**src/design/i2r_pkg.sv**
```systemverilog
// Shared constants, control word type and microprogram for the Roman numeral encoder.
`default_nettype none

package i2r_pkg;

	localparam int unsigned VALUE_W  = 12;
	localparam int unsigned SYM_W    = 8;
	localparam int unsigned WEIGHT_W = 10;
	localparam int unsigned PC_W     = 4;

	localparam logic [VALUE_W-1:0] MAX_VALUE = 12'd3999;

	// Microprogram entry points and last step
	localparam logic [PC_W-1:0] START_PC = 4'd0;
	localparam logic [PC_W-1:0] LAST_PC  = 4'd12;
	localparam logic [PC_W-1:0] ERR_PC   = 4'd13;

	// Control word operations
	localparam logic [1:0] OP_TERM = 2'd0;
	localparam logic [1:0] OP_ERR  = 2'd1;

	localparam logic [SYM_W-1:0] SYM_NONE = 8'h00;

	typedef struct packed {
		logic [1:0]          op;
		logic [WEIGHT_W-1:0] weight;
		logic [SYM_W-1:0]    ch1;
		logic [SYM_W-1:0]    ch2;
	} ucw_t;

	// Microprogram: one greedy term per step; a step repeats while its weight fits
	function automatic ucw_t ucode(input logic [PC_W-1:0] pc);
		ucw_t w;
		w = '{op: OP_ERR, weight: '0, ch1: SYM_NONE, ch2: SYM_NONE};
		case (pc)
			4'd0:  w = '{op: OP_TERM, weight: 10'd1000, ch1: "M", ch2: SYM_NONE};
			4'd1:  w = '{op: OP_TERM, weight: 10'd900,  ch1: "C", ch2: "M"};
			4'd2:  w = '{op: OP_TERM, weight: 10'd500,  ch1: "D", ch2: SYM_NONE};
			4'd3:  w = '{op: OP_TERM, weight: 10'd400,  ch1: "C", ch2: "D"};
			4'd4:  w = '{op: OP_TERM, weight: 10'd100,  ch1: "C", ch2: SYM_NONE};
			4'd5:  w = '{op: OP_TERM, weight: 10'd90,   ch1: "X", ch2: "C"};
			4'd6:  w = '{op: OP_TERM, weight: 10'd50,   ch1: "L", ch2: SYM_NONE};
			4'd7:  w = '{op: OP_TERM, weight: 10'd40,   ch1: "X", ch2: "L"};
			4'd8:  w = '{op: OP_TERM, weight: 10'd10,   ch1: "X", ch2: SYM_NONE};
			4'd9:  w = '{op: OP_TERM, weight: 10'd9,    ch1: "I", ch2: "X"};
			4'd10: w = '{op: OP_TERM, weight: 10'd5,    ch1: "V", ch2: SYM_NONE};
			4'd11: w = '{op: OP_TERM, weight: 10'd4,    ch1: "I", ch2: "V"};
			4'd12: w = '{op: OP_TERM, weight: 10'd1,    ch1: "I", ch2: SYM_NONE};
			default: w = '{op: OP_ERR, weight: '0, ch1: SYM_NONE, ch2: SYM_NONE};
		endcase
		return w;
	endfunction

endpackage

`default_nettype wire

```
**src/design/integer_to_roman_encoder.sv**
```systemverilog
// Top level: microcoded Roman numeral encoder with a registered output stage.
// The first character is registered once the program steps whose weight does not fit are skipped.
// Each request walks the program, emitting a character for each step that fits, plus a step for
// the second character of a two-character term; a new request is stalled until the last one ends.
// Out-of-range requests give a single flagged result.
// Reset (arst_n low) clears the sequencer and output valid; payload is not reset.
`default_nettype none

module integer_to_roman_encoder (
	input  wire logic                         clk,
	input  wire logic                         arst_n,
	input  wire logic                         in_valid,
	output logic                              in_stall,
	input  wire logic [i2r_pkg::VALUE_W-1:0]  value,
	output logic                              out_valid,
	input  wire logic                         out_stall,
	output logic [i2r_pkg::SYM_W-1:0]         symbol,
	output logic                              last,
	output logic                              out_of_range
);

	logic                          busy_q;
	logic                          sec_q;
	logic [i2r_pkg::PC_W-1:0]      pc_q;
	logic [i2r_pkg::VALUE_W-1:0]   rest_q;
	logic [i2r_pkg::SYM_W-1:0]     sec_ch_q;
	logic                          out_valid_q;
	logic [i2r_pkg::SYM_W-1:0]     sym_q;
	logic                          last_q;
	logic                          oor_q;

	i2r_pkg::ucw_t                 uw;
	logic [i2r_pkg::VALUE_W-1:0]   weight_x;
	logic [i2r_pkg::VALUE_W-1:0]   diff;
	logic                          fits;
	logic                          in_acc;
	logic                          in_bad;
	logic                          adv;
	logic                          emit;
	logic [i2r_pkg::SYM_W-1:0]     e_sym;
	logic                          e_last;
	logic                          e_oor;
	logic                          done;

	// Decode the current control word and test the term against the remainder
	assign uw       = i2r_pkg::ucode(pc_q);
	assign weight_x = {{(i2r_pkg::VALUE_W-i2r_pkg::WEIGHT_W){1'b0}}, uw.weight};
	assign fits     = rest_q >= weight_x;
	assign diff     = rest_q - weight_x;

	assign in_stall = busy_q;
	assign in_acc   = in_valid && !busy_q;
	assign in_bad   = (value == '0) || (value > i2r_pkg::MAX_VALUE);
	assign adv      = busy_q && (!out_valid_q || !out_stall);

	// Select what this step emits
	always_comb begin
		emit   = 1'b0;
		e_sym  = i2r_pkg::SYM_NONE;
		e_last = 1'b0;
		e_oor  = 1'b0;
		done   = 1'b0;
		if (adv) begin
			if (sec_q) begin
				emit   = 1'b1;
				e_sym  = sec_ch_q;
				e_last = (rest_q == '0);
				done   = (rest_q == '0);
			end else begin
				case (uw.op)
					i2r_pkg::OP_TERM: begin
						if (fits) begin
							emit   = 1'b1;
							e_sym  = uw.ch1;
							e_last = (uw.ch2 == i2r_pkg::SYM_NONE) && (diff == '0);
							done   = e_last;
						end
					end
					default: begin
						emit   = 1'b1;
						e_oor  = 1'b1;
						e_last = 1'b1;
						done   = 1'b1;
					end
				endcase
			end
		end
	end

	// Advance the sequencer: repeat a step while it fits, else jump to the next
	always_ff @(posedge clk or negedge arst_n) begin
		if (!arst_n) begin
			busy_q      <= 1'b0;
			sec_q       <= 1'b0;
			pc_q        <= i2r_pkg::START_PC;
			out_valid_q <= 1'b0;
		end else begin
			if (emit) begin
				out_valid_q <= 1'b1;
			end else if (!out_stall) begin
				out_valid_q <= 1'b0;
			end
			if (in_acc) begin
				busy_q <= 1'b1;
				sec_q  <= 1'b0;
				pc_q   <= in_bad ? i2r_pkg::ERR_PC : i2r_pkg::START_PC;
			end else if (adv) begin
				if (done) begin
					busy_q <= 1'b0;
				end
				if (sec_q) begin
					sec_q <= 1'b0;
				end else if (uw.op == i2r_pkg::OP_TERM) begin
					if (fits) begin
						sec_q <= (uw.ch2 != i2r_pkg::SYM_NONE);
					end else begin
						pc_q <= pc_q + 1'b1;
					end
				end
			end
		end
	end

	// Hold remainder, pending second character and output payload
	always_ff @(posedge clk) begin
		if (in_acc) begin
			rest_q <= value;
		end else if (adv && !sec_q && uw.op == i2r_pkg::OP_TERM && fits) begin
			rest_q   <= diff;
			sec_ch_q <= uw.ch2;
		end
		if (emit) begin
			sym_q  <= e_sym;
			last_q <= e_last;
			oor_q  <= e_oor;
		end
	end

	assign out_valid    = out_valid_q;
	assign symbol       = sym_q;
	assign last         = last_q;
	assign out_of_range = oor_q;

`ifndef ASSERT_OFF
	a_err_shape: assert property (@(posedge clk) disable iff (!arst_n)
		out_valid_q && oor_q |-> last_q && (sym_q == i2r_pkg::SYM_NONE))
		else $error("error result must be a single zero symbol");

	a_accept_busy: assert property (@(posedge clk) disable iff (!arst_n)
		in_acc |=> busy_q)
		else $error("accepted request did not start the sequencer");

	a_idle_clean: assert property (@(posedge clk) disable iff (!arst_n)
		!busy_q |-> !sec_q)
		else $error("second character pending while idle");

	a_pc_range: assert property (@(posedge clk) disable iff (!arst_n)
		busy_q && !sec_q |-> (pc_q <= i2r_pkg::LAST_PC) || (pc_q == i2r_pkg::ERR_PC))
		else $error("step counter left the program");
`endif

endmodule

`default_nettype wire

```
**config.mk**
```make
export PLATFORM = sky130hd
export DESIGN_NAME = integer_to_roman_encoder
export DESIGN_NICKNAME = d
export VERILOG_FILES = /design/src/design/i2r_pkg.sv /design/src/design/integer_to_roman_encoder.sv
export SDC_FILE = /design/constraint.sdc
export NUM_CORES = 1
export LEC_CHECK = 0
export ABC_AREA = 1
export BUFFER_PORTS_ARGS = -buffer_cell sky130_fd_sc_hd__buf_2
export CORE_MARGIN = 2
export CORE_UTILIZATION = 55
export DETAILED_ROUTE_END_ITERATION = 12
export PLACE_DENSITY = 0.75
export SYNTH_ARGS = -nofsm -noshare
export SYNTH_HDL_FRONTEND = slang
export SYNTH_SLANG_ARGS = --single-unit
```
**constraint.sdc**
```tcl
create_clock -name clk -period 5.3 [get_ports clk]
set_clock_uncertainty 0.1 [all_clocks]
set_input_delay 0 -clock clk [delete_from_list [all_inputs] [get_ports clk]]
set_output_delay 0 -clock clk [all_outputs]
set_load 0.005 [all_outputs]
```
==> results of run 1 <==
[path summary, 6_finish.rpt]
kind / slack (ns) / startpoint / endpoint
worst min register to register: 0.45 / in_stall / in_stall
worst max-delay path: 1.83 / pc_q[2] / out_of_range
worst max register to register: 1.83 / pc_q[2] / out_of_range
min in group asynchronous: 0.53 / arst_n / pc_q[3]
max in group asynchronous: 4.34 / arst_n / out_valid
worst min-delay path: 0.01 / value[8] / rest_q[8]
[what timing repair did]
action / 4_1_cts / 5_1_grt
setup endpoints to repair: 0 / 0
hold endpoints to repair: 18 / 0
hold buffers: 13 / 0
[flip-flops by register name, summed over array words and instances (netlist names)]
| signal | count |
|---|---|
| in_stall | 1 |
| last | 1 |
| sec_ch_q | 6 |
| sec_q | 1 |
| rest_q | 12 |
| symbol | 6 |
| pc_q | 4 |
| out_of_range | 1 |
| out_valid | 1 |
[synth_stat cells, types with 5 or more instances]
cell      number  area (sq um)
clkbuf_1       5          18.8
dfrtp_1        7           175
o21ai_0       24           120
o22ai_1        6          37.5
nor2_1        43           161
nand2_2        5          31.3
nand2_1       94           353
nand3_1       18          90.1
a21oi_1       15          75.1
inv_1         50           188
nand4_1        6          37.5
edfxtp_1      26           781
ha_1          16           200
[final cells by class]
class,count,area share
Inverter,52,0.0654
Timing Repair Buffer,38,0.0856
Clock buffer,5,0.0231
Tap cell,52,0.0218
Sequential cell,33,0.320
Multi-Input combinational cell,261,0.462
Clock inverter,3,0.0218
[metrics by stage]
step                instances  worst slack (ns)
global route              444              1.56
finish                    444              1.83
CTS                       444              1.86
detailed placement        423              1.88
floorplan                 354              2.28
global placement          423              2.02
[metal layers]
metal	global-route usage	vias up
li1	-	1248
met1	0.396	1088
met2	0.397	112
met3	0.0625	9
met4	0.0755	0
met5	0	-
[cell families after synthesis]
| kind of cell | count (synthesis) |
|---|---|
| flip-flops | 33 |
| AND/OR/NAND/NOR | 183 |
| XOR/XNOR | 4 |
| AO/OA/AOI/OAI | 55 |
| other | 1 |
| buffers and inverters | 60 |
| adder cells (fa/ha/maj) | 17 |
[critical path, cell delays in order, from the launching register on]
cell	delay [ns]
dfrtp_1	0.62
inv_1	0.23
nor2_1	0.24
a21oi_1	0.08
inv_1	0.06
nor2_1	0.04
ha_1	0.21
fa_1	0.43
inv_1	0.12
nand3_1	0.07
nand3_1	0.14
nand2_2	0.09
nand4_4	0.10
nor2_1	0.08
nor2_1	0.50
==> results.cfg, run 1 <==
[cells_and_area]
fin_util = 0.676
layout_common_cells = 94 x nand2_1, 50 x inv_1, 43 x nor2_1
multiInputGateArea_sq_mm = 0.00138
synthToLayoutAreaGrowth_pct = 16.3
nFillCells = 384
final_common_cell = nand2_1
antenna_cells = 0
finalNetCount = 424
drive_gt1_frac = 0.115
postLayoutCellArea_sq_mm = 0.00298
seq_area_sq_um = 956

[die]
dieArea_sq_mm = 0.00522
start_util = 0.581
ioPinCount = 28
fp-row-count = 24
die_x_microns = 72.3
coreArea_sq_mm = 0.00441
fp.dieH_microns = 72.3

[clock_network]
clk_pin_slew_ns = 0.07
ctsResizeCount = 0
clock_tree.root_cell = clkbuf_8
worstSkewPairLatency_ns = 0.30
postCtsSetupRepairBufs = 0
clk_path_buf_depth = 2
cts.sinks = 33
cts_buffers = 5
cts_max_level = 2
cts_tree = built

[grt]
grt_pass1_vias = 2281
overflow = 0
antenna_found_initial = 0
track_usage = 0.269
grt_max_degree = 21
grt_pass1_wl_mm = 10.6

[placed_design]
gp_congestion = 0.991
io_buffers = 25
placed_area_sq_mm = 0.00272
hpwlAfterDp_mm = 5.07

[timing]
fin_crit_ns = 3.47
report.final.hold_viol_count = 0
slew_viol_final = 0
final.period_utilization = 0.656
max_freq_ghz = 0.288
grt_setup_unrepaired = false
fin_tns_setup_ns = 0
worst_pin_slew_ns = 0.760
slew_headroom = 0.490
setup_viol = 0
hold-worst-slack_ns = 0.0142

[worst_setup_path]
worstPathRequired_ns = 5.13
arrival_ns = 3.30
path_max_fanout = 15
ff2ff_path_depth = 14
start_kind = flip-flop
crit_path_end_kind = flip-flop
setup.worst_path.class = flip-flop to flip-flop

[route]
wl_met1_mm = 3.08
wl_met3_microns = 551
drc = 0
via_per_inst = 5.53
routed-wl-met2_mm = 2.81
drt_wl_total_mm = 6.52
first_pass_iters = 5
final_antenna_net_count = 0
initialDrtViolationCount = 288
vias = 2457
top_layer = met4
avgRoutedWirePerCell_microns = 14.7

[worst_hold_path]
holdPathStages = 3
min_path_type = input pin to flip-flop

[synth]
synth_cells = 353
synthAdderAreaFrac = 0.0859
ys_types = 35
synthArstFlopShare = 0.212
ys_ff_latch = 33
synth_edf_count = 26
muxShareOfSynthArea = 0
synthFlopType = edfxtp_1
seq_area_frac_synth = 0.373
avgSynthCellArea_sq_um = 7.26
synth_compound_area_frac = 0.119
synth_warnings = 0
synth_xor_area_frac = 0.0137
synth_area_sq_mm = 0.00256
synthSimpleGateAreaFrac = 0.316
synth_top_family_by_area = simple AND/OR/NAND/NOR gates

[job]
max-cap-violations = 0

[status]
status = finished clean
Power of run 1 is not shown: default switching activity piles up to over one toggle a cycle in this logic, so the estimate is an artifact.
==> inputs of run 2 (changes only) <==
--- a/config.mk
+++ b/config.mk
@@ -5,12 +5,12 @@
 export SDC_FILE = /design/constraint.sdc
 export NUM_CORES = 1
 export LEC_CHECK = 0
-export ABC_AREA = 1
+export ABC_AREA = 0
 export BUFFER_PORTS_ARGS = -buffer_cell sky130_fd_sc_hd__buf_2
 export CORE_MARGIN = 2
-export CORE_UTILIZATION = 55
+export CORE_UTILIZATION = 53
 export DETAILED_ROUTE_END_ITERATION = 12
-export PLACE_DENSITY = 0.75
+export PLACE_DENSITY = 0.76
 export SYNTH_ARGS = -nofsm -noshare
 export SYNTH_HDL_FRONTEND = slang
 export SYNTH_SLANG_ARGS = --single-unit
==> constraint.sdc (replaced) <==
create_clock -name clk -period 2.9 [get_ports clk]
set_clock_uncertainty 0.1 [all_clocks]
set_input_delay 0 -clock clk [delete_from_list [all_inputs] [get_ports clk]]
set_output_delay 0 -clock clk [all_outputs]
set_load 0.005 [all_outputs]
==> results.cfg, run 2 <==
[route]
first_pass_iters = 5
vias = 2700
drc = 0
final_antenna_net_count = 0
avgRoutedWirePerCell_microns = 18.9
via_per_inst = 6.25
drt_wl_total_mm = 8.16
initialDrtViolationCount = 283

[synth]
ys_ff_latch = 33
synthTopCellsByArea = edfxtp_1 31%, ha_1 8.0%, dfrtp_1 7.0%, nand2_1 5.3%, a21oi_1 5.2%
synth_warnings = 0
synth_edf_count = 26
ys_types = 60
seq_area_frac_synth = 0.383
yosys.area.top_type = edfxtp_1
synth_top_area_share = 0.313
synth_area_sq_mm = 0.00249
synthFlopType = edfxtp_1
avgSynthCellArea_sq_um = 8.82
synthArstFlopShare = 0.212
netlist_top_cells_count = 35 x nand2_1, 26 x a21oi_1, 26 x edfxtp_1
synth_cells = 283
synth_most_common_cell = nand2_1

[cells_and_area]
largest_reg_flops = 12
finalNetCount = 412
layout_common_cells = 62 x buf_4, 35 x nand2_1, 26 x edfxtp_1
synthToLayoutAreaGrowth_pct = 45.3
postLayoutCellArea_sq_mm = 0.00362
nFillCells = 241
antenna_cells = 0
final_common_cell = buf_4
drive_gt1_frac = 0.395
regMostFlops = rest_q

[worst_setup_path]
ff2ff_path_depth = 12
worstPathRequired_ns = 2.80
arrival_ns = 3.09
setup.worst_path.class = flip-flop to flip-flop
start_kind = flip-flop
crit_path_end_kind = flip-flop
regToRegEndpoint = rest_q[8]
rrSetupSlack_ns = -0.29
path_max_fanout = 6
r2r_start = pc_q[0]

[timing]
fin_crit_ns = 3.19
worst_pin_slew_ns = 0.874
grt_setup_unrepaired = true
hold-worst-slack_ns = 0.0444
slew_viol_final = 0
final.period_utilization = 1.10
slew_headroom = 0.417
max_freq_ghz = 0.314
setup_viol = 43
report.final.hold_viol_count = 0
fin_tns_setup_ns = -7.93
final.setup.worst_slack_ns = -0.289

[placed_design]
hpwlAfterDp_mm = 5.12
placed_area_sq_mm = 0.00310
gp_congestion = 0.924
io_buffers = 25
place_ws_ns = -0.369

[die]
start_util = 0.561
dieArea_sq_mm = 0.00527
coreArea_sq_mm = 0.00444
die_x_microns = 72.6
fp-row-count = 24
fp.dieH_microns = 72.6
ioPinCount = 28

[grt]
overflow = 0
track_usage = 0.318
grt_pass1_wl_mm = 12.8
antenna_found_initial = 0
grt_max_degree = 19
grt_pass1_vias = 2619

[clock_network]
cts_tree = built
cts.sinks = 33
clk_path_buf_depth = 2
worstSkewPairLatency_ns = 0.29
clk_pin_slew_ns = 0.07
cts_max_level = 2
cts_buffers = 5
clock_tree.root_cell = clkbuf_8

[status]
violations = setup timing
status = complete, but fails checks

[worst_hold_path]
min_to = rest_q[9]
holdPathStages = 3
min_path_type = input pin to flip-flop
hold_start = value[9]

[job]
max-cap-violations = 0
## run 2: cell types whose count changed in the layout (fill, tap and decap cells not counted), sizes merged, moves of 11 or more
cell	previous run	this run
buf	25	91
nor2	46	22
nand2	99	35
inv	51	12
a21oi	15	26
nand3	18	7
## run 2: worst max-delay path by stage
| stage | to | slack, ns | startpoint | depth (start not counted) |
|---|---|---|---|---|
| after global routing | last | -0.38 | pc_q[0] | 14 |
| after global placement | last | -0.29 | pc_q[0] | 14 |
| after floorplan | rest_q[0] | -0.36 | pc_q[0] | 13 |
| after detailed placement | last | -0.37 | pc_q[0] | 14 |
| after CTS | rest_q[8] | -0.22 | pc_q[0] | 12 |
| final | rest_q[8] | -0.29 | pc_q[0] | 12 |
## run 2: cell type report
class | instances | area (sq um) | share of cell area
clock buffer | 5 | 68.8 | 0.0190
clock inverter | 3 | 17.5 | 0.00483
inverter | 12 | 55.1 | 0.0152
multi-input combinational | 222 | 1690 | 0.465
sequential | 33 | 957 | 0.264
tap | 52 | 65.1 | 0.0179
timing repair buffer | 105 | 776 | 0.214
## run 2: logic make-up after synthesis
family | count (synthesis) | synth area share
other cells | 1 | 0.00150
fa+ha+maj | 17 | 0.0883
buf+inv | 30 | 0.0527
simple gates | 107 | 0.217
flops | 33 | 0.383
compound gates | 83 | 0.213
xor+xnor | 7 | 0.0246
mux | 5 | 0.0206
## run 2: worst max-delay path, cell delays in order, from the launching register on
cell and delay [ns]:
dfrtp_2 0.45, inv_8 0.06, ha_4 0.20, mux2i_1 0.12, nor2b_1 0.07, ha_2 0.19, fa_2 0.36, and2b_2 0.29
o22ai_4 0.10, a211o_1 0.28, and2_4 0.20, nor3_4 0.22, or2_4 0.24
## run 2: through the flow
step,utilization,cells
2_1_floorplan,-,284
3_3_place_gp,0.697,401
3_5_place_dp,0.697,401
4_1_cts,0.789,427
5_1_grt,0.816,432
6_report,0.816,432
## run 2: repair_timing
action	4_1_cts	5_1_grt
cloned	2	1
resized for setup	35	15
endpoints found under the hold margin	19	0
hold buffers	14	0
endpoints found under the setup margin	46	47
setup buffers	3	4
pin swaps	13	12
## run 2: per-layer routing
metal  GRT usage  vias up  wire length (microns)
met5           0        -                      0
met4       0.119        0                    363
met3      0.0815       50                    605
met2       0.525      158                   3850
met1       0.401     1256                   3340
li1            -     1236                      -
Power of run 2 is left out for the same reason.
